## src/rtl/swmh_pkg.sv

```systemverilog
// ----------------------------------------------------------------------------
// swmh_pkg
// shared widths and constants of the sliding window minimiser hash core
// ----------------------------------------------------------------------------
`default_nettype none

package swmh_pkg;

    localparam int HASH_W         = 64;
    localparam int WBITS_W        = 2;
    localparam int CFG_W          = 7;
    localparam int CFG_RESET      = 16;
    localparam int MAX_WINDOW_DEF = 64;

    localparam logic [HASH_W-1:0] HASH_ONES = '1;

endpackage

`default_nettype wire

```

## src/rtl/swmh_ring.sv

```systemverilog
// ----------------------------------------------------------------------------
// swmh_ring
// ring store, one write port and one read port with registered read data
// ----------------------------------------------------------------------------
`default_nettype none

module swmh_ring #(
    parameter int DEPTH  = swmh_pkg::MAX_WINDOW_DEF,
    parameter int WIDTH  = swmh_pkg::HASH_W,
    parameter int ADDR_W = (DEPTH > 1) ? $clog2(DEPTH) : 1
) (
    input  wire logic              i_clk,
    input  wire logic              i_we,
    input  wire logic [ADDR_W-1:0] i_waddr,
    input  wire logic [WIDTH-1:0]  i_wdata,
    input  wire logic [ADDR_W-1:0] i_raddr,
    output logic      [WIDTH-1:0]  o_rdata
);

    logic [WIDTH-1:0] r_mem [DEPTH];

    always_ff @(posedge i_clk) begin
        if (i_we) begin
            r_mem[i_waddr] <= i_wdata;
        end
    end

    always_ff @(posedge i_clk) begin
        o_rdata <= r_mem[i_raddr];
    end

endmodule

`default_nettype wire

```

## config.mk

```make
export PLATFORM = sky130hd
export DESIGN_NAME = swmh_ring
export DESIGN_NICKNAME = d
export VERILOG_FILES = /design/src/rtl/swmh_pkg.sv /design/src/rtl/swmh_ring.sv
export SDC_FILE = /design/constraint.sdc
export NUM_CORES = 2
export LEC_CHECK = 0
export ABC_AREA = 0
export BUFFER_PORTS_ARGS = -buffer_cell sky130_fd_sc_hd__buf_2
export CAP_MARGIN = 20
export CELL_PAD_IN_SITES_DETAIL_PLACEMENT = 1
export CELL_PAD_IN_SITES_GLOBAL_PLACEMENT = 1
export CORE_MARGIN = 2
export CORE_UTILIZATION = 61
export CTS_CLUSTER_SIZE = 28
export DETAILED_ROUTE_END_ITERATION = 8
export PLACE_DENSITY_LB_ADDON = 0.1
export REMOVE_ABC_BUFFERS = 1
export SKIP_CTS_REPAIR_TIMING = 1
export SLEW_MARGIN = 10
export SYNTH_ARGS = -nofsm -noshare
export SYNTH_HDL_FRONTEND = slang
export SYNTH_SLANG_ARGS = --single-unit
```

## constraint.sdc

```tcl
create_clock -name i_clk -period 12.1 [get_ports i_clk]
set_input_delay 3.63 -clock i_clk [delete_from_list [all_inputs] [get_ports i_clk]]
set_output_delay 3.63 -clock i_clk [all_outputs]
set_load 0.01 [all_outputs]
```

==> results_dict.tcl <==
set metrics [dict create \
    worst_slew_pin_slew_ns 1.207 \
    start_kind "primary input" \
    synth-xor-area-share_pct 0 \
    fp.dieH_um 510.3 \
    synth_compound_area_share_pct 2.477 \
    min_period_ns 6.689 \
    cts_buffers 418 \
    cts_tree "built" \
    antenna_found_initial 24 \
    num_rows 185 \
    cp.buffers_inverters 4 \
    clockPowerShare_pct 42.7 \
    fillers 18840 \
    max_stage_delay_ns 0.94 \
    first_global_vias 80830 \
    nets 7104 \
    netlist_area_mm2 0.1563 \
    route.detailed.drc 0 \
    cts_max_level 5 \
    fin_crit_sh_pct 55.28 \
    synth_edf_count 4096 \
    yosys_warnings 0 \
    port_buffers 141 \
    utilization_pct 69.32 \
    synth.most_common_cell "edfxtp_1" \
    die_w_um 510.3 \
    synthMuxAreaShare_pct 15.61 \
    fin_skew_ns 0.05365 \
    core-area_mm2 0.2544 \
    power_frac_seq_pct 52.6 \
    ant_nets 0 \
    switchingPower_w 0.006343 \
    hpwl_um 237500 \
    fmax_mhz 149.5 \
    cp_data_arrival_time_ns 7.57 \
    clk_latency_ns 1.01 \
    slowest_stage "nor2b_4" \
    synth-adder-area-share_pct 0 \
    syn_to_final_growth_pct 12.79 \
    dr.first_iter.drc_count 11250 \
    vias_per_cell 7.269 \
    grt_max_degree 123 \
    irDropWorstVdd_v 0.0001659 \
    clkSinkCount 4160 \
    routed_wl_um 443700 \
    clock-root-buffer "clkbuf_16" \
    ys_top_cells_by_count "edfxtp_1 (4096), mux4_2 (1024), buf_2 (170)" \
    pwr-share-comb_pct 4.7 \
    die_area_mm2 0.2604 \
    power_leakage_nw 55.29 \
    synthSimpleGateAreaFrac_pct 1.240 \
    place_congestion 0.7934 \
    synth_cells 6598 \
    slew_headroom_pct 19.56 \
    ys_top_cells_by_area "edfxtp_1 (79%), mux4_2 (15%), mux2i_1 (0.86%)" \
    status "complete, no violations" \
    io_pins 142 \
    hp-class "reg -> reg" \
    ys_seq_elements 4160 \
    end_kind "flip-flop" \
    wire_per_inst_um 41.35 \
    cts.path.max_buffers 4 \
    finalHoldViolCount 0 \
    synth-seq-area-share_pct 79.49 \
    worstPathCellList "buf_8 > buf_4 > nor2b_4 > buf_4 > buf_4 > a22oi_1 > and3_1 > a211oi_1" \
    crit_type "in -> reg" \
    crit_top_cell "buf_4" \
    grt_pass1_wl_um 620800 \
    internal-power_w 0.02408 \
    yosys.cell_types.count 33 \
    final_max_slew_viol_count 0 \
    tns_ns 0 \
    drive_gt1_share_pct 28.37 \
    power.density_mw_per_mm2 172.5 \
    synth_top_family_by_area "multiplexers" \
    multiInputGateArea_mm2 0.03078 \
    grtUsageTotal_pct 34.49 \
    cap_violations 0 \
    synth_area_leader_cell "edfxtp_1" \
    setup_viol 0 \
    synthFlopType "edfxtp_1" \
    async_flop_share_pct 0 \
    cp.required_ns 12.98 \
    dr_total_vias 78010 \
    netlist.area_leader.share_pct 78.67 \
    grt-ovfl-total 0 \
    avgSynthCellArea_um2 23.70 \
    clk_pin_slew_worst_paths_ns 0.06 \
    drtPass1Iterations 6 \
    regArea_mm2 0.1243 \
    switching_share_pct 20.85 \
    start_util_pct 61.46 \
    rsz0062_at_grt "no" \
    worst_path_dominant_cell_family "buffers and inverters" \
    worst-path-max-fanout 67 \
]
registers in the layout, summed over array words and instances (netlist names):
| register | cells |
|---|---|
| o_rdata | 64 |
| r_mem | 4096 |
metrics by stage:
step	cells	total power (W)	worst slack, ns	hold WS (ns)	instance area, um^2
after CTS	10680	0.03048	5.532	0.8769	175400
after global routing	10730	0.03104	5.315	0.9100	176300
after floorplan	6228	0.01689	3.170	0.7878	154600
after detailed placement	9929	0.01770	4.488	0.8418	161800
after global placement	9924	0.01764	4.519	0.8201	161700
final	10730	0.03042	5.411	0.8710	176300
power by group through the flow:
stage               Sequential [W]  Clock (W)  Combinational, W
CTS                         0.0160     0.0131           0.00139
detailed placement          0.0163          0           0.00138
global route                0.0160     0.0135           0.00149
floorplan                   0.0163          0          0.000580
finish                      0.0160     0.0130           0.00143
global placement            0.0163          0           0.00133
kinds of logic after synthesis:
logic type | after synthesis
buffers and inverters | 389
AND/OR/NAND/NOR | 386
AO/OA/AOI/OAI | 504
multiplexers | 1159
flip-flops | 4160
cell type report:
type | instances | area share, %
tap | 3366 | 2.388
antenna | 9 | 0.01277
clock inverter | 222 | 1.382
clock buffer | 529 | 6.320
inverter | 19 | 0.04044
sequential | 4160 | 70.48
multi-input combinational | 2049 | 17.45
timing repair buffer | 378 | 1.926
metal layers:
metal	track usage (%)	part of all wire, %	vias up
met4	13.16	4.2	16
met2	55.92	50	5335
li1	-	-	29340
met1	47.70	36	42380
met3	6.190	9.8	946
met5	0	0.026	-
worst paths after layout:
check,startpoint,endpoint,slack [ns],cells after the start
worst max register to register,r_mem[10][48],o_rdata[48],9.75,5
worst max-delay path,i_raddr[2],o_rdata[19],5.41,8
worst min-delay path,r_mem[62][34],o_rdata[34],0.87,4
worst min register to register,r_mem[62][34],o_rdata[34],0.87,4
cells in the final DEF (no fill, tap or decap), types with 3 or more instances in the layout:
cell type / synthesis / layout
edfxtp_1: 4096 / 4096
clkinv_1: 0 / 84
dfxtp_1: 64 / 64
clkinv_2: 0 / 58
mux2i_1: 135 / 135
and3_1: 64 / 64
a2bb2oi_1: 19 / 19
a31oi_1: 18 / 18
clkinv_8: 0 / 3
nor2_1: 112 / 47
inv_1: 19 / 19
o22ai_1: 83 / 83
nor2b_1: 28 / 24
clkinvlp_4: 0 / 15
nor2b_4: 0 / 3
a22oi_1: 168 / 168
clkbuf_8: 0 / 14
or3_1: 29 / 29
nor2_4: 0 / 64
clkbuf_1: 140 / 91
buf_16: 0 / 5
nand2_1: 58 / 55
nand3_1: 45 / 45
bufinv_16: 0 / 53
buf_12: 0 / 62
buf_2: 170 / 133
inv_6: 0 / 7
a41oi_1: 26 / 26
clkbuf_16: 0 / 424
a211oi_1: 63 / 63
a22o_1: 88 / 88
nand2b_1: 11 / 8
buf_4: 34 / 176
mux4_2: 1024 / 1024
diode_2: 0 / 9
or2_2: 28 / 28
o221ai_1: 38 / 38
tightest hold or removal path, stage by stage, from the launching register on:
cell and delay, ns:
edfxtp_1 0.31, mux4_2 0.22, a22oi_1 0.08, nand3_1 0.08, and3_1 0.15
No activity file was read; power rests on OpenSTA's default activity.
